File: src/sv/abgpc_pkg.sv
// Package with shared types and constants for the affine box grid point counter.
package abgpc_pkg;

  localparam int COORD_W   = 18;
  localparam int EDGE_W    = 4;
  localparam int COUNT_W   = 13;
  localparam int ROW_W     = 64;
  localparam int COORD_FRAC = 8;
  localparam int MAT_FRAC  = 13;
  localparam int TRANS_FRAC = 5;
  localparam int FWD_FRAC  = COORD_FRAC + MAT_FRAC;
  // Forward images: 19-bit coordinate times 16-bit coefficient, three terms, plus translation.
  localparam int FWD_W     = 40;
  // Grid points fit comfortably in 24 signed bits; inverse images in 44.
  localparam int PT_W      = 24;
  localparam int INV_W     = 44;
  localparam int CFG_IDX_W = 3;
  localparam logic [COUNT_W-1:0] COUNT_MAX = 13'h1FFF;

  localparam logic [CFG_IDX_W-1:0] REG_FWD_X = 3'd0;
  localparam logic [CFG_IDX_W-1:0] REG_FWD_Y = 3'd1;
  localparam logic [CFG_IDX_W-1:0] REG_FWD_Z = 3'd2;
  localparam logic [CFG_IDX_W-1:0] REG_INV_X = 3'd3;
  localparam logic [CFG_IDX_W-1:0] REG_INV_Y = 3'd4;
  localparam logic [CFG_IDX_W-1:0] REG_INV_Z = 3'd5;

  localparam logic [ROW_W-1:0] ROW_X_RST = 64'h2000000000000000;
  localparam logic [ROW_W-1:0] ROW_Y_RST = 64'h0000200000000000;
  localparam logic [ROW_W-1:0] ROW_Z_RST = 64'h0000000020000000;

  typedef enum logic [1:0] {
    FR_IDLE, FR_CORNER, FR_SPAN, FR_PUSH
  } front_state_t;

  typedef enum logic [1:0] {
    BK_IDLE, BK_WALK, BK_DRAIN, BK_OUT
  } back_state_t;

  // One classified job: start point, per-axis lengths, box bounds, empty and overflow flags.
  typedef struct packed {
    logic signed [PT_W-1:0] st_x;
    logic signed [PT_W-1:0] st_y;
    logic signed [PT_W-1:0] st_z;
    logic [6:0]             cnt_x;
    logic [6:0]             cnt_y;
    logic [6:0]             cnt_z;
    logic                   empty;
    logic                   ovf;
    logic [COORD_W:0]       lo_x;
    logic [COORD_W:0]       lo_y;
    logic [COORD_W:0]       lo_z;
    logic [COORD_W:0]       hi_x;
    logic [COORD_W:0]       hi_y;
    logic [COORD_W:0]       hi_z;
  } job_t;

  function automatic logic signed [15:0] coef(input logic [ROW_W-1:0] row, input int k);
    coef = row[63-16*k -: 16];
  endfunction

  // Floor of a Q.FWD_FRAC value; arithmetic shift floors for both signs.
  function automatic logic signed [PT_W-1:0] floor_fwd(input logic signed [FWD_W-1:0] v);
    logic signed [FWD_W-1:0] s;
    s = v >>> FWD_FRAC;
    floor_fwd = s[PT_W-1:0];
  endfunction

  function automatic logic signed [PT_W-1:0] ceil_fwd(input logic signed [FWD_W-1:0] v);
    logic signed [FWD_W-1:0] n;
    logic signed [FWD_W-1:0] s;
    n = -v;
    s = n >>> FWD_FRAC;
    ceil_fwd = -(s[PT_W-1:0]);
  endfunction

endpackage

File: src/sv/abgpc_queue.sv
// Two-entry job queue between the front and the back.
module abgpc_queue
  import abgpc_pkg::*;
(
  input  logic clk,
  input  logic rst_n,
  input  logic push,
  input  job_t push_job,
  output logic full,
  input  logic pop,
  output logic not_empty,
  output job_t head_job
);

  job_t       mem_r [2];
  logic       wp_r, rp_r;
  logic [1:0] cnt_r;

  assign full      = cnt_r == 2'd2;
  assign not_empty = cnt_r != 2'd0;
  assign head_job  = mem_r[rp_r];

  always_ff @(posedge clk) begin
    if (!rst_n) begin
      wp_r  <= 1'b0;
      rp_r  <= 1'b0;
      cnt_r <= 2'd0;
    end else begin
      if (push) wp_r <= ~wp_r;
      if (pop)  rp_r <= ~rp_r;
      cnt_r <= cnt_r + {1'b0, push} - {1'b0, pop};
    end
  end

  always_ff @(posedge clk) begin
    if (push) mem_r[wp_r] <= push_job;
  end

endmodule

File: config.mk
export PLATFORM = sky130hd
export DESIGN_NAME = abgpc_queue
export DESIGN_NICKNAME = d
export VERILOG_FILES = /design/src/sv/abgpc_pkg.sv /design/src/sv/abgpc_queue.sv
export SDC_FILE = /design/constraint.sdc
export NUM_CORES = 1
export LEC_CHECK = 0
export BUFFER_PORTS_ARGS = -buffer_cell sky130_fd_sc_hd__buf_2
export CAP_MARGIN = 20
export CORE_MARGIN = 2
export CORE_UTILIZATION = 26
export CTS_BUF_LIST = sky130_fd_sc_hd__clkbuf_4 sky130_fd_sc_hd__clkbuf_8
export CTS_CLUSTER_SIZE = 30
export DETAILED_ROUTE_END_ITERATION = 8
export PLACE_DENSITY = 0.44
export SETUP_SLACK_MARGIN = 0.5
export SYNTH_ARGS = -nofsm -noshare
export SYNTH_HDL_FRONTEND = slang
export SYNTH_SLANG_ARGS = --single-unit
export TNS_END_PERCENT = 100
File: constraint.sdc
create_clock -name clk -period 11 [get_ports clk]
set_input_delay 1.1 -clock clk [delete_from_list [all_inputs] [get_ports clk]]
set_output_delay 1.1 -clock clk [all_outputs]
set_load 0.05 [all_outputs]
==> metrics.txt, run 1 <==
vias in the first global route=between 8k and 9k; count of TritonRoute iterations in the first routing pass=4; total clock buffers created by CTS=76; antenna violations before repair=11; Hold Fails Final Rpt=0; WP data arrival=around 4000 ps; DPL Wire Length=roughly 23000 µm; VDD IR-drop max=between 0.00009 and 0.0001 V; synthesized instance count=between 600 and 700; hold buffer count at cts=0; unrepaired setup endpoints after global routing=no; highest fanout seen on the critical path=between 60 and 70; switching power=0.00110 W; number of nets in the layout=roughly 1.4k; total global routing overflow=0; number of standard cells in the layout, taps in and fillers out=1996; max layer used=met5; overall die area=0.0624 mm²; Reg-to-Reg End=mem_r[0][121]; f_max=200 MHz; Post-CTS Setup Inserts=0; max cap viols=0; maximum number of pins on one net before global-route repair=67; global-route wire length before repair=approximately 53000 µm; worst slack at placement=roughly 6500 ps; Setup CP Type=reg -> out; number of pins exceeding their max-slew limit in the final report=0; number of synthesis warnings=0; routed wirelength normalized by instance count=roughly 18 µm; slack of the critical path=5990 ps; insertion delay to the later sink of the worst-skew pair=between 600 and 700 ps; Chip Height=250 µm; Syn Nets=886; shortest clock period the worst path allows after layout=about 5000 ps; Cell Pwr Density=about 200 mW/mm²; metal2 WL=17000 µm; status=completed; Iteration-0 DRC Markers=between 300 and 400; Internal Power=0.00286 W; buffer levels on the longest clock path=3; Worst Reg-to-Reg Cells=3; placer congestion estimate=0.708; Leak Pwr=around 7.7 nW; worst min-delay path category=reg -> reg; number of synthesized register bits=around 420; overall fraction of global-route tracks in use=0.113; endpoint class of the critical path=output pin; clock tree from TritonCTS=built; remaining number of nets flagged by the antenna check after routing=0; clock slew at reported path FFs=around 60 ps; headroom to the max-slew limit=0.279; required time of the critical path=around 9900 ps; detailed-route vias per instance=between 4 and 5; Hold Path Depth=2; slew at the pin closest to its max-slew limit=1080 ps; core area=about 0.060 mm²; CTS H-tree depth=3; count of different cell masters after synthesis=15; fillers=approximately 5.9k; count of boundary I/O pins=around 420; standard-cell rows=90; Post-Route Hold Slack=just under 600 ps; average size of a mapped cell=roughly 23 µm²; setup_tns=0 ps; Sequential Power Share=0.477; proportion of power drawn by combinational gates=0.161; routed vias=around 8.0k; share of cells above drive strength 1=0.626; Setup crit start kind=flop; sequential element share of the synthesized area=0.806; number of clock sinks=around 420; Layout area overhead=28.4%; flop-to-flop setup slack=roughly 7600 ps; setup skew after layout=38.2 ps; area of the mapped netlist=0.0157 mm²; Initial Util=0.262; worst hold path startpoint=rp_r; CTS Root Buffer Type=clkbuf_8; Placed Cells incl. Taps=1862; I/O Buffers=between 400 and 500; met1 wire length=about 14000 µm; total met3 wirelength after detailed routing=~3900 µm; width of the die=roughly 250 µm; Resize count post-CTS=0; number of design rule violations left after detail routing=0; r2r startpoint=wp_r; total of endpoints with negative setup slack in the final report=0; part of the power in the clock network=0.361; sw frac=0.279; total length of routed wires=36000 µm; Period Utilization, post-route=0.456
==> cell families after synthesis <==
family / synth area share
flops: 0.806
mux: 0.174
buf+inv: 0.0125
simple gates: 0.00359
xor+xnor: 0.00199
fa+ha+maj: 0.00159
compound gates: 0.000478
==> cell usage in the layout (no fill, tap or decap) <==
| master | instances |
|---|---|
| buf_2 | 423 |
| edfxtp_1 | 418 |
| mux2_2 | 109 |
| mux2_4 | 100 |
| clkbuf_8 | 77 |
| clkbuf_4 | 23 |
| clkinv_1 | 18 |
| buf_4 | 9 |
| clkinv_2 | 6 |
| inv_6 | 4 |
| dfxtp_1 | 4 |
| diode_2 | 3 |
| and2_1 | 3 |
| nor2b_1 | 3 |
| bufinv_16 | 3 |
| inv_1 | 2 |
| ha_1 | 2 |
| or2_2 | 1 |
| and2_4 | 1 |
| xor2_1 | 1 |
| nor2b_4 | 1 |
| o21a_1 | 1 |
| xnor3_1 | 1 |
| dfxtp_4 | 1 |
==> synthesized netlist by cell type <==
cell type | instances | area share
dfxtp_1 | 5 | 0.0064
mux2_2 | 109 | 0.078
o21a_1 | 1 | 0.00048
and2_1 | 4 | 0.0016
inv_1 | 2 | 0.00048
xnor3_1 | 1 | 0.0014
edfxtp_1 | 418 | 0.80
nor2b_1 | 4 | 0.0016
mux2_4 | 100 | 0.096
buf_4 | 2 | 0.00096
xor2_1 | 1 | 0.00056
or2_2 | 1 | 0.00040
buf_2 | 10 | 0.0032
ha_1 | 2 | 0.0016
buf_6 | 11 | 0.0079
==> metal layers <==
metal | vias to the layer above | track usage
li1 | 3670 | -
met4 | 18 | 0.0489
met2 | 310 | 0.183
met5 | - | 0
met3 | 81 | 0.0566
met1 | 3932 | 0.126
==> metrics by stage <==
step,utilization,instance area [µm²],power [W]
after floorplan,-,15700,0.00242
after global placement,0.311,18700,0.00257
after detailed placement,0.311,18700,0.00258
after CTS,0.336,20100,0.00405
after global routing,0.336,20100,0.00414
final,0.336,20100,0.00396
==> registers in the layout (all words and copies together) (netlist names), named ones only <==
signal / flops
cnt_r: 2
mem_r: 418
rp_r: 1
wp_r: 1
==> how the worst max path moves through the flow <==
stage / from / end
3_5_place_dp: flop / head_job[89]
4_1_cts: flop / head_job[89]
5_1_grt: flop / head_job[90]
3_3_place_gp: flop / head_job[89]
2_1_floorplan: push / mem_r[0][0]
6_report: flop / head_job[70]
==> worst max-delay path, cell delays in order (launching register included) <==
cell and delay (ps):
dfxtp_4 770, buf_4 850, buf_4 880, mux2_2 430
buf_2 210
==> area by class of cell <==
class | instances | area (µm²) | share of cell area
inverter | 2 | 7.51 | 0.000373
clock buffer | 100 | 1230 | 0.0612
clock inverter | 31 | 223 | 0.0111
multi-input combinational | 223 | 2860 | 0.142
sequential | 423 | 12700 | 0.628
timing repair buffer | 432 | 2180 | 0.108
tap | 782 | 978 | 0.0486
antenna | 3 | 7.51 | 0.000373
==> power groups by stage <==
stage | clock network, W | registers (W) | logic (W)
after global placement | 0 | 0.00192 | 0.000647
after CTS | 0.00150 | 0.00189 | 0.000651
final | 0.00143 | 0.00189 | 0.000638
after global routing | 0.00157 | 0.00190 | 0.000672
after detailed placement | 0 | 0.00193 | 0.000649
after floorplan | 0 | 0.00193 | 0.000493
No activity file was read; power rests on OpenSTA's default activity.
==> run 2: changes to the inputs <==
--- a/config.mk
+++ b/config.mk
@@ -12,7 +12,7 @@
 export CTS_BUF_LIST = sky130_fd_sc_hd__clkbuf_4 sky130_fd_sc_hd__clkbuf_8
 export CTS_CLUSTER_SIZE = 30
 export DETAILED_ROUTE_END_ITERATION = 8
-export PLACE_DENSITY = 0.44
+export PLACE_DENSITY = 0.42
 export SETUP_SLACK_MARGIN = 0.5
 export SYNTH_ARGS = -nofsm -noshare
 export SYNTH_HDL_FRONTEND = slang
==> constraint.sdc (replaced) <==
create_clock -name clk -period 5 [get_ports clk]
set_input_delay 0.5 -clock clk [delete_from_list [all_inputs] [get_ports clk]]
set_output_delay 0.5 -clock clk [all_outputs]
set_load 0.05 [all_outputs]
==> metrics.txt, run 2 (synthesized netlist as in run 1, its figures left out) <==
total cell area at the placement stage=0.0188 mm² (+0.36%); area of all placed cells without fillers=0.0223 mm² (+11%); CTS Root Buffer Type=clkbuf_8; standard-cell rows=90 (unchanged); r2r startpoint=wp_r; headroom to the max-slew limit=0.522 (+0.243); global-route wire length before repair=55400 µm (+4.6%); Setup CP Type=reg -> out; Internal Power=0.00650 W (+130%); required time of the critical path=4500 ps (-5400 ps); register ranked first by flip-flop count=mem_r; overall fraction of global-route tracks in use=0.116 (+0.00309); Hold Fails Final Rpt=0 (unchanged); Sequential Power Share=0.464 (-0.013); number of nets in the layout=1573 (+15%); proportion of power drawn by combinational gates=0.172 (+0.011); Leak Pwr=8.56 nW (+11%); switching power=0.00246 W (+120%); Worst Reg-to-Reg Cells=2 (-1); core area=0.0600 mm² (unchanged); overall die area=0.0624 mm² (unchanged); leading registers by flop count=mem_r x418, cnt_r x2; Initial Util=0.262 (unchanged); DPL Wire Length=22900 µm (-1.4%); clock tree from TritonCTS=built; setup_tns=0 ps (unchanged); f_max=approximately 320 MHz; Iteration-0 DRC Markers=343 (-2.3%); area taken by flip-flops and latches=0.0127 mm² (unchanged); share of cells above drive strength 1=0.537 (-0.0885); worst min-delay path category=in -> reg; CTS H-tree depth=3 (unchanged); flop-to-flop setup slack=3150 ps (-4480 ps); remaining number of nets flagged by the antenna check after routing=0 (unchanged); maximum number of pins on one net before global-route repair=98 (+46%); worst slack at placement=2540 ps (-3950 ps); sw frac=0.275 (-0.00375); setup skew after layout=16.1 ps (-22.2 ps); I/O Buffers=423 (unchanged); total global routing overflow=0 (unchanged); hold endpoint=mem_r[1][6]; Cell Pwr Density=402 mW/mm² (+100%); highest fanout seen on the critical path=82 (+30%); total of endpoints with negative setup slack in the final report=0 (unchanged); insertion delay to the later sink of the worst-skew pair=630 ps (about the same); buffer levels on the longest clock path=3 (unchanged); part of the power in the clock network=0.364 (+0.003); number of pins exceeding their max-slew limit in the final report=0 (unchanged); endpoint class of the critical path=output pin; most common cell after layout, fill and taps aside=buf_2; detailed-route vias per instance=3.97 (-1.2%); placer congestion estimate=0.713 (+0.76%); Period Utilization, post-route=0.617; routed vias=8728 (+9.0%); routed wirelength normalized by instance count=16.8 µm (-6.6%); width of the die=250 µm (unchanged); flip-flop count of the largest register after layout=418 (unchanged); fillers=5753 (-2.7%); Setup crit start kind=flop; unrepaired setup endpoints after global routing=no; multi-input logic area=0.00286 mm² (unchanged); number of clock sinks=423 (unchanged); count of boundary I/O pins=424 (unchanged); Layout area overhead=42.0%; Hold Path Depth=1 (-1); Chip Height=250 µm (unchanged); clock slew at reported path FFs=70 ps (about the same); WP data arrival=2580 ps (-1330 ps); max cap viols=0 (unchanged); slew at the pin closest to its max-slew limit=718 ps (-364 ps); vias in the first global route=9574 (+11%); Reg-to-Reg End=mem_r[0][55]; slack of the critical path=1920 ps (-4070 ps); count of TritonRoute iterations in the first routing pass=4 (unchanged); commonest cells after routing, fill and taps aside=buf_2, edfxtp_1, dlygate4sd3_1; antenna violations before repair=5 (-6); status=completed; Post-Route Hold Slack=86.1 ps (-493 ps); number of design rule violations left after detail routing=0 (unchanged); total clock buffers created by CTS=78 (+2.6%); total length of routed wires=37000 µm (+3.0%); VDD IR-drop max=0.000250 V (+170%); worst hold path startpoint=push_job[6]; shortest clock period the worst path allows after layout=approximately 3000 ps
## run 2: cell type report
| cell class | count | area share |
|---|---|---|
| clock buffer | 105 | 0.0576 |
| antenna | 2 | 0.000225 |
| inverter | 2 | 0.000337 |
| sequential | 423 | 0.568 |
| tap | 782 | 0.0439 |
| clock inverter | 33 | 0.0113 |
| multi-input combinational | 223 | 0.128 |
| timing repair buffer | 630 | 0.190 |
## run 2: critical path: stages (launching register included)
cell and delay (ps):
dfxtp_4 670, buf_12 510, mux2_2 420, buf_2 210
## run 2: stage by stage
step                power, W  std cells  utilization
CTS                  0.00917       2198        0.371
global route         0.00937       2199        0.371
global placement     0.00566       1861        0.312
detailed placement   0.00567       1861        0.312
floorplan            0.00531        671            -
finish               0.00897       2200        0.371
## run 2: layer usage
metal	global-route usage	share of wire	up-vias
met4	0.0503	0.024	6
met3	0.0494	0.088	71
met1	0.133	0.40	4273
met5	0	0.0012	-
li1	-	-	4074
met2	0.191	0.48	304
## run 2: worst max path at each step
stage                     to  slack [ps]  cells after the start
2_1_floorplan    mem_r[0][0]         930                      1
6_report        head_job[23]        1920                      3
3_5_place_dp   head_job[204]        2540                      3
5_1_grt        head_job[206]        1780                      3
4_1_cts        head_job[204]        1790                      3
3_3_place_gp    head_job[18]        2540                      3
## run 2: power by group through the flow
stage	Combinational (W)	Sequential, W	Clock, W
4_1_cts	0.00158	0.00416	0.00343
5_1_grt	0.00163	0.00417	0.00357
3_5_place_dp	0.00144	0.00423	0
6_report	0.00155	0.00416	0.00326
2_1_floorplan	0.00108	0.00422	0
3_3_place_gp	0.00144	0.00422	0
## run 2: timing repair
item / CTS / global route
endpoints found under the hold margin: 397 / 0
hold buffers: 199 / 0
gates resized for setup: 0 / 0
setup buffers: 0 / 0
